## config.mk

```make
export PLATFORM = sky130hd
export DESIGN_NAME = tsmq_min_unit
export DESIGN_NICKNAME = d
export VERILOG_FILES = /design/src/assert_macros.svh /design/src/tsmq_pkg.sv /design/src/tsmq_min_unit.sv
export SDC_FILE = /design/constraint.sdc
export NUM_CORES = 1
export LEC_CHECK = 0
export BUFFER_PORTS_ARGS = -buffer_cell sky130_fd_sc_hd__buf_2
export CORE_AREA = 8 8 66 68
export DETAILED_ROUTE_END_ITERATION = 12
export DIE_AREA = 0 0 74 76
export PLACE_DENSITY = 0.78
export SLEW_MARGIN = 20
export SYNTH_ARGS = -nofsm -noshare
export SYNTH_HDL_FRONTEND = slang
export SYNTH_SLANG_ARGS = --single-unit
```

## constraint.sdc

```tcl
create_clock -name vclk -period 3.21
set_clock_uncertainty 0.15 [all_clocks]
set_input_delay 0.642 -clock vclk [all_inputs]
set_output_delay 0.642 -clock vclk [all_outputs]
set_load 0.01 [all_outputs]
```

## src/assert_macros.svh

```systemverilog
// Assertion macros shared by the queue RTL.
// Needs no other file; included by the modules that carry assertions.
`ifndef ASSERT_MACROS_SVH
`define ASSERT_MACROS_SVH

// A property that must hold at every clock edge outside reset.
`define TSMQ_ASSERT(label, clk, rstn, prop, msg) \
    label: assert property (@(posedge clk) disable iff (!(rstn)) (prop)) \
        else $error(msg);

// A condition in one cycle that must be followed by another in the next.
`define TSMQ_ASSERT_NEXT(label, clk, rstn, ante, cons, msg) \
    `TSMQ_ASSERT(label, clk, rstn, (ante) |=> (cons), msg)

`endif

```

## src/tsmq_pkg.sv

```systemverilog
// Package for the two-stack minimum queue: sizes, command and status codes,
// and the sequencer state type. Depends on nothing.
package tsmq_pkg;

    localparam int DEPTH   = 1024;
    localparam int ADDR_W  = $clog2(DEPTH);
    localparam int CNT_W   = $clog2(DEPTH + 1);
    localparam int DATA_W  = 32;
    localparam int ENTRY_W = 2 * DATA_W;
    localparam int COUNT_W = 11;

    typedef enum logic [1:0] {
        CMD_ENQ = 2'd0,
        CMD_DEQ = 2'd1,
        CMD_CLR = 2'd2,
        CMD_INS = 2'd3
    } cmd_t;

    typedef enum logic [1:0] {
        STAT_OK    = 2'd0,
        STAT_EMPTY = 2'd1,
        STAT_FULL  = 2'd2
    } status_t;

    typedef enum logic [2:0] {
        S_IDLE,
        S_DECODE,
        S_XFER_RD,
        S_XFER_WR,
        S_POP,
        S_TOP_RD,
        S_TOP_LD,
        S_RESP
    } state_t;

endpackage

```

## src/tsmq_min_unit.sv

```systemverilog
// Shared signed minimum unit of the queue sequencer.
// Uses tsmq_pkg for the data width.
module tsmq_min_unit (
    input  logic signed [tsmq_pkg::DATA_W-1:0] op_a,
    input  logic signed [tsmq_pkg::DATA_W-1:0] op_b,
    output logic signed [tsmq_pkg::DATA_W-1:0] min_y
);
    import tsmq_pkg::*;

    // One signed compare and a select.
    assign min_y = (op_a < op_b) ? op_a : op_b;

endmodule

```

==> results.cfg, run 1 <==
[outcome]
outcome = complete, but fails checks
violations = setup timing

[sta]
setup_viol_count_final = 32
tightest_slew_ns = 0.286
tns_ns = -13.09
hold_violations = 0
timing.final.ws_setup_ns = -0.456
rsz0062_at_grt = yes
fmax_mhz = 273
finalCritPeriodShare_pct = 114
whs_ns = 1.45
maxSlewViolCount = 0
fin_crit_ns = 3.67
slew_headroom_pct = 80.8

[cells_and_area]
final_cell_area_um2 = 2300
regArea_um2 = 0
fillCellCount = 283
final_util_pct = 66.8
area_growth_pct = 91.4
multiInputGateArea_um2 = 1210
num-clock-buffers = 0
layout-drive-gt1-share_pct = 62.0
instances_no_fill = 311
n_antenna_cell = 0
seq_cells = 0
fin_nets = 360

[die]
row_count = 22
die_area_um2 = 5620
start_util_pct = 34.9
core_um2 = 3440
die_height_um = 76
ios = 96
die_x_um = 74

[global_route]
grt_pass1_vias = 1605
overflow = 0
grt_max_degree = 11
grt_pass1_wl_um = 6710
antenna_found_initial = 0
grt.total_usage_pct = 13.9

[synth]
yosys.area.top_type = ha_1
synthAdderAreaFrac_pct = 32.3
ys_seq_area_share_pct = 0
syn_nets = 242
synth_top_family_by_area = adder cells
synth_mux_area_share_pct = 30.0
netlist_top_cells_count = inv_1, ha_1, mux2_2, a21oi_1, nand2_1
synthSimpleGateAreaFrac_pct = 9.80
synth_compound_area_share_pct = 15.0
synthMostInstantiatedCell = inv_1
synth_xor_area_share_pct = 0
avgSynthCellArea_um2 = 8.16
yosysWarnings = 0
synth_area_leaders = ha_1, mux2_2, inv_1
synth_cell_types = 24
postSynthCellCount = 147
synth.top_cell.area_share_pct = 32.3
synth_area_um2 = 1200

[route]
wire_per_inst_um = 13.6
num_vias = 1483
ant_nets = 0
drc = 0
drt_iter0_drc = 24
firstDrtPassIters = 4
drt_wl_total_um = 4240
via_per_inst = 4.77

[worst_hold_path]
hold_start = op_b[23]
min_path_cells = 3
hp-class = in2out
hold_path_end = min_y[23]

[worst_setup_path]
startpoint = op_a[25]
crit_type = in2out
crit_chain = buf_4, ha_4, a21o_1, a221o_1, a211oi_2, o22ai_2, a211oi_4, buf_4, buf_8, mux2_4, buf_6
cpMostUsedCell = buf_4
cp-end-kind = output pin
worstPathRequired_ns = 2.42
cp-start-kind = input pin
crit_slowest_cell = a221o_1
path_max_fanout = 7
critPathMaxStageDelay_ns = 0.34
crit_arrival_ns = 2.87

[power_and_ir_drop]
seqPwrFrac_pct = 0
comb_power_share_pct = 100.0
clock_power_share_pct = 0
cellLeakagePower_nw = 1.35
switching_power_uw = 206
swShare_pct = 39.0
power.density_nw_per_um2 = 230
finalPower_uw = 527
vdd_drop_max_v = 0.000112
p_int_uw = 322

[place]
dp_cells = 306
preCtsSetupSlack_ns = -0.574
dp_hpwl_um = 3430
io_buffers = 96
dpl-instance-area_um2 = 2000
gp_congestion = 0.729

[cts]
ctsHoldBuffers = 0

[flow_run]
cap_violations = 0
==> placed cells by master, fill, tap and decap left out, types with 2 or more instances in the layout <==
master	instances
nand3_1	3
a211o_1	2
a21oi_1	12
nand4_1	3
ha_1	27
inv_2	2
inv_1	29
ha_4	3
buf_6	32
and4_1	2
mux2_4	31
buf_8	2
buf_2	65
o21ai_0	2
buf_12	2
nor2_1	4
buf_4	18
nand2_1	7
and2_4	2
a21o_1	2
==> power by group through the flow <==
stage          sequential, mW  clock (mW)  combinational [mW]
5_1_grt                     0           0               0.568
3_5_place_dp                0           0               0.416
3_3_place_gp                0           0               0.406
6_report                    0           0               0.527
4_1_cts                     0           0               0.536
2_1_floorplan               0           0               0.259
==> routing by layer <==
| layer | wire length, um | GRT usage [%] |
|---|---|---|
| met5 | 0 | 0 |
| met3 | 424 | 3.55 |
| met1 | 1520 | 14.3 |
| met2 | 2260 | 27.2 |
| met4 | 37 | 1.20 |
==> critical path, delay by kind of cell <==
kind / cells / cell delay [ns]
AOI/OAI and AO/OA: 5 / 1.14
adders and majority gates: 1 / 0.23
buffers and inverters: 4 / 0.56
muxes: 1 / 0.31
==> cells by family (layout without fill, tap and decap cells) <==
family	after synthesis	after routing
AOI/OAI and AO/OA	26	26
adders and majority gates	31	31
buffers and inverters	35	151
muxes	32	32
and+or+nand+nor	23	23
==> how the worst max path moves through the flow <==
stage | to | slack (ns) | cells after the start
after floorplan | min_y[10] | -0.14 | 9
after global placement | min_y[11] | -0.54 | 11
after detailed placement | min_y[18] | -0.57 | 11
after CTS | min_y[18] | -0.49 | 13
after global routing | min_y[24] | -0.57 | 12
final | min_y[25] | -0.46 | 11
==> final cells by class <==
cell class,instances,share of cell area [%]
Inverter,32,5.77
Multi-Input combinational cell,112,52.8
Tap cell,48,2.61
Timing Repair Buffer,119,38.8
==> repair_timing <==
item,CTS,global route
pin swaps,7,1
gates resized for setup,39,13
cloned,2,0
buffers inserted,5,1
setup endpoints to repair,32,32
(Power assumes the default switching activity.)
==> run 2, diff against run 1 <==
Settings changed: RECOVER_POWER from default to 100, SETUP_SLACK_MARGIN from default to 0.3.
==> run 2 against run 1 <==
The flow still finishes with violations (setup timing). Largest power group unchanged. Routed wire length is 2.6% higher. Die area unchanged. Highest routed layer is now met3. Power grew 3.2%. Non-clock buffer count unchanged. Flip-flop and latch count did not move. Maximum frequency increased by 1.5%. Design area rose by 2.5%. Worst setup slack improved by 0.055 ns. Worst hold slack barely moved. Via count down 0.27%. Sequential share of layout area unchanged. First-iteration DRC count decreased by 25%.
==> results.cfg, run 2 (synthesized netlist as in run 1, its figures left out) <==
[place]
dp_cells = 306
io_buffers = 96
dp_hpwl_um = 3330
preCtsSetupSlack_ns = -0.582
gp_congestion = 0.711

[worst_hold_path]
min_path_cells = 3
hp-class = in2out
hold_path_end = min_y[3]
hold_start = op_b[3]

[worst_setup_path]
worstPathRequired_ns = 2.42
cp-start-kind = input pin
crit_type = in2out
crit_arrival_ns = 2.82
crit_chain = buf_12, inv_12, ha_4, a211o_1, a31oi_1, o221ai_1, a211o_1, a211oi_4, buf_4, buf_12, mux2_4, buf_6
path_max_fanout = 11
critPathMaxStageDelay_ns = 0.32
crit_slowest_cell = a211o_1
cp-end-kind = output pin

[cells_and_area]
area_growth_pct = 96.1
instances_no_fill = 311
seq_cells = 0
num-clock-buffers = 0
fillCellCount = 288
multiInputGateArea_um2 = 1240
final_util_pct = 68.4
final_cell_mix = buf_2, buf_6, mux2_4, inv_1, ha_1
fin_nets = 360
n_antenna_cell = 0
layout-drive-gt1-share_pct = 63.5
final_common_cell = buf_2
regArea_um2 = 0

[outcome]
violations = setup timing
outcome = complete, but fails checks

[route]
num_vias = 1479
firstDrtPassIters = 4
drc = 0
drt_iter0_drc = 18
wire_per_inst_um = 14.0
ant_nets = 0
drt_wl_total_um = 4350
via_per_inst = 4.76

[sta]
finalCritPeriodShare_pct = 112
rsz0062_at_grt = yes
fmax_mhz = 277
whs_ns = 1.44
setup_viol_count_final = 32
slew_headroom_pct = 79.3
timing.final.ws_setup_ns = -0.401
tightest_slew_ns = 0.309
hold_violations = 0
fin_crit_ns = 3.61
maxSlewViolCount = 0

[global_route]
grt_pass1_vias = 1564
grt_pass1_wl_um = 7040
antenna_found_initial = 0
grt.total_usage_pct = 14.8
overflow = 0
grt_max_degree = 12

[die]
row_count = 22
die_height_um = 76
die_area_um2 = 5620
die_x_um = 74
core_um2 = 3440
start_util_pct = 34.9
ios = 96

[flow_run]
cap_violations = 0

[power_and_ir_drop]
power.density_nw_per_um2 = 231
vdd_drop_max_v = 0.0000930
cellLeakagePower_nw = 1.37
-- run 2: where the power goes --
group          internal (mW)  switching, mW
combinational          0.335          0.209
clock                      0              0
sequential                 0              0
-- run 2: worst max path at each step --
stage	start	endpoint	slack (ns)	cells after the start
4_1_cts	op_b[2]	min_y[29]	-0.43	12
5_1_grt	op_b[2]	min_y[28]	-0.55	12
3_5_place_dp	op_b[2]	min_y[29]	-0.58	11
2_1_floorplan	op_b[2]	min_y[10]	-0.14	9
3_3_place_gp	op_b[2]	min_y[17]	-0.52	11
6_report	op_b[2]	min_y[13]	-0.40	12
-- run 2: per-layer routing --
| layer | up-vias | wire length (um) | global-route usage [%] |
|---|---|---|---|
| li1 | 755 | - | - |
| met2 | 57 | 2360 | 29.9 |
| met1 | 667 | 1520 | 14.5 |
| met4 | 0 | 0 | 0 |
| met5 | - | 0 | 0 |
| met3 | 0 | 466 | 4.34 |
-- run 2: critical path: cells and delay by family --
| family | cells | cell delay, ns |
|---|---|---|
| buffers and inverters | 5 | 0.58 |
| adder cells (fa/ha/maj) | 1 | 0.19 |
| multiplexers | 1 | 0.31 |
| AO/OA/AOI/OAI | 5 | 1.09 |
-- run 2: final cells by class --
type | instances | area share [%]
Tap cell | 48 | 2.55
Multi-Input combinational cell | 112 | 52.7
Timing Repair Buffer | 119 | 39.1
Inverter | 32 | 5.64
-- run 2: what timing repair did --
item / 4_1_cts / 5_1_grt
cloned: 1 / 0
setup buffers: 3 / 1
pin swaps: 8 / 3
hold buffers: 0 / 0
endpoints found under the setup margin: 32 / 32
resized for setup: 52 / 6
-- run 2: metrics by stage --
| step | total power [mW] | setup TNS (ns) | cell area (um^2) |
|---|---|---|---|
| final | 0.544 | -12.12 | 2350 |
| after floorplan | 0.260 | -4.11 | 1350 |
| after CTS | 0.535 | -13.05 | 2330 |
| after global routing | 0.588 | -16.93 | 2350 |
| after global placement | 0.400 | -15.16 | 1990 |
| after detailed placement | 0.407 | -16.69 | 1990 |
==> run 3, diff against run 2 <==
Settings changed: ABC_AREA from default to 1, CORE_AREA 8 8 66 68 to 8 8 68 70, DIE_AREA 0 0 74 76 to 0 0 76 78, PLACE_DENSITY 0.78 to 0.79.
==> run 3 against run 2 <==
The run now ends clean. Design area grew 11%. Core utilization grew 5.5 points. Cell count grew 26%. Combinational power grew 3.9%. Non-clock buffer count shrank 8. Synthesized area grew 14%. First-iteration DRC count grew to 4.8 times the previous value.
==> results.cfg, run 3 <==
[worst_setup_path]
cp-start-kind = input pin
path_max_fanout = 5
cp-end-kind = output pin
crit_arrival_ns = 2.33
crit_type = in2out
worstPathRequired_ns = 2.42

[synth]
synthMostInstantiatedCell = nand3_1
synth.top_cell.area_share_pct = 28.4
synth_area_leaders = ha_1, nand3_1, nand2_1
yosys.area.top_type = ha_1
synth_area_um2 = 1370
syn_nets = 341
postSynthCellCount = 246
avgSynthCellArea_um2 = 5.56
yosysWarnings = 0
netlist_top_cells_count = nand3_1, nand2_1, inv_1, ha_1, a21oi_1
ys_seq_area_share_pct = 0
synth_cell_types = 15

[cells_and_area]
seq_cells = 0
multiInputGateArea_um2 = 1580
fillCellCount = 290
fin_nets = 442
final_common_cell = buf_2
num-clock-buffers = 0
regArea_um2 = 0
layout-drive-gt1-share_pct = 51.0
n_antenna_cell = 0
final_cell_mix = buf_2, nand2_1, nand3_1, inv_1, ha_4
area_growth_pct = 91.8

[route]
num_vias = 2034
drt_wl_total_um = 5780
via_per_inst = 5.18
drc = 0
firstDrtPassIters = 5
wire_per_inst_um = 14.7
ant_nets = 0
drt_iter0_drc = 86

[sta]
finalCritPeriodShare_pct = 97.2
slew_headroom_pct = 85.6
maxSlewViolCount = 0
tightest_slew_ns = 0.213
tns_ns = 0
setup_viol_count_final = 0
fin_crit_ns = 3.12
fmax_mhz = 321
rsz0062_at_grt = yes
hold_violations = 0

[die]
row_count = 22
ios = 96
die_height_um = 78
core_um2 = 3550
die_x_um = 76
start_util_pct = 38.5
die_area_um2 = 5930

[power_and_ir_drop]
swShare_pct = 52.5
p_int_uw = 268
vdd_drop_max_v = 0.000108
power.density_nw_per_um2 = 216
switching_power_uw = 297
cellLeakagePower_nw = 1.42
seqPwrFrac_pct = 0
comb_power_share_pct = 100.0
clock_power_share_pct = 0
finalPower_uw = 565

[outcome]
outcome = completed

[worst_hold_path]
hp-class = in2out

[place]
gp_congestion = 0.869
io_buffers = 96
dp_hpwl_um = 3860

[flow_run]
cap_violations = 0

[global_route]
grt_pass1_wl_um = 8180
grt.total_usage_pct = 15.2
overflow = 0
antenna_found_initial = 0
grt_max_degree = 21
grt_pass1_vias = 1905

[cts]
ctsHoldBuffers = 0
## run 3: worst max-delay path, stage by stage
cell,delay [ns]
buf_2,0.12
ha_1,0.29
nand2_1,0.10
nor2_2,0.06
nand2_2,0.10
inv_1,0.08
a21oi_4,0.20
nand2_4,0.10
nand2_4,0.09
buf_12,0.13
clkbuf_16,0.14
nand3_2,0.05
nand2_1,0.06
clkbuf_1,0.16
## run 3: final timing paths
path                  startpoint  slack, ns  cells past startpoint   endpoint
worst min-delay path    op_b[15]       1.44                      4  min_y[15]
worst max-delay path    op_a[30]       0.09                     14   min_y[6]
## run 3: power groups by stage
stage          clock network (mW)  registers (mW)  logic (mW)
2_1_floorplan                   0               0       0.248
3_3_place_gp                    0               0       0.411
3_5_place_dp                    0               0       0.415
4_1_cts                         0               0       0.462
5_1_grt                         0               0       0.618
6_report                        0               0       0.565
## run 3: cells by family (layout without fill, tap and decap cells)
family	after synthesis	in the layout	share of synthesized area [%]
adder cells (fa/ha/maj)	31	31	28.4
AO/OA/AOI/OAI	20	20	7.59
buffers and inverters	52	151	17.8
AND/OR/NAND/NOR	143	143	46.2
## run 3: metrics by stage
stage / setup slack, ns / hold slack, ns / cell area [um^2] / utilization (%) / cells
2_1_floorplan: 0.439 / 1.27 / 1370 / - / 246
3_3_place_gp: 0.0860 / 1.45 / 1930 / 54.4 / 387
3_5_place_dp: 0.0805 / 1.45 / 1930 / 54.4 / 387
4_1_cts: 0.0932 / 1.46 / 2130 / 60.1 / 390
5_1_grt: -0.00212 / 1.46 / 2620 / 73.9 / 393
6_report: 0.0902 / 1.44 / 2620 / 73.9 / 393
## run 3: layout make-up
type	count	area share, %
well taps	48	2.29
multi-input cells	194	60.4
repair buffers	111	31.4
inverters	40	5.92
## run 3: repair_timing
item                                   4_1_cts  5_1_grt
setup endpoints to repair                   32       32
pin swaps                                   13       52
endpoints found under the hold margin        0        0
setup buffers                                2        1
resized for setup                           24       97
gates cloned                                 1        2
## run 3: metal layers
metal  up-vias  part of all wire (%)  global-route usage [%]
li1       1011                     -                       -
met1       923                    42                    17.9
met2        94                    50                    28.4
met3         6                   7.4                    3.80
met4         0                  0.47                       0
met5         -                     0                       0
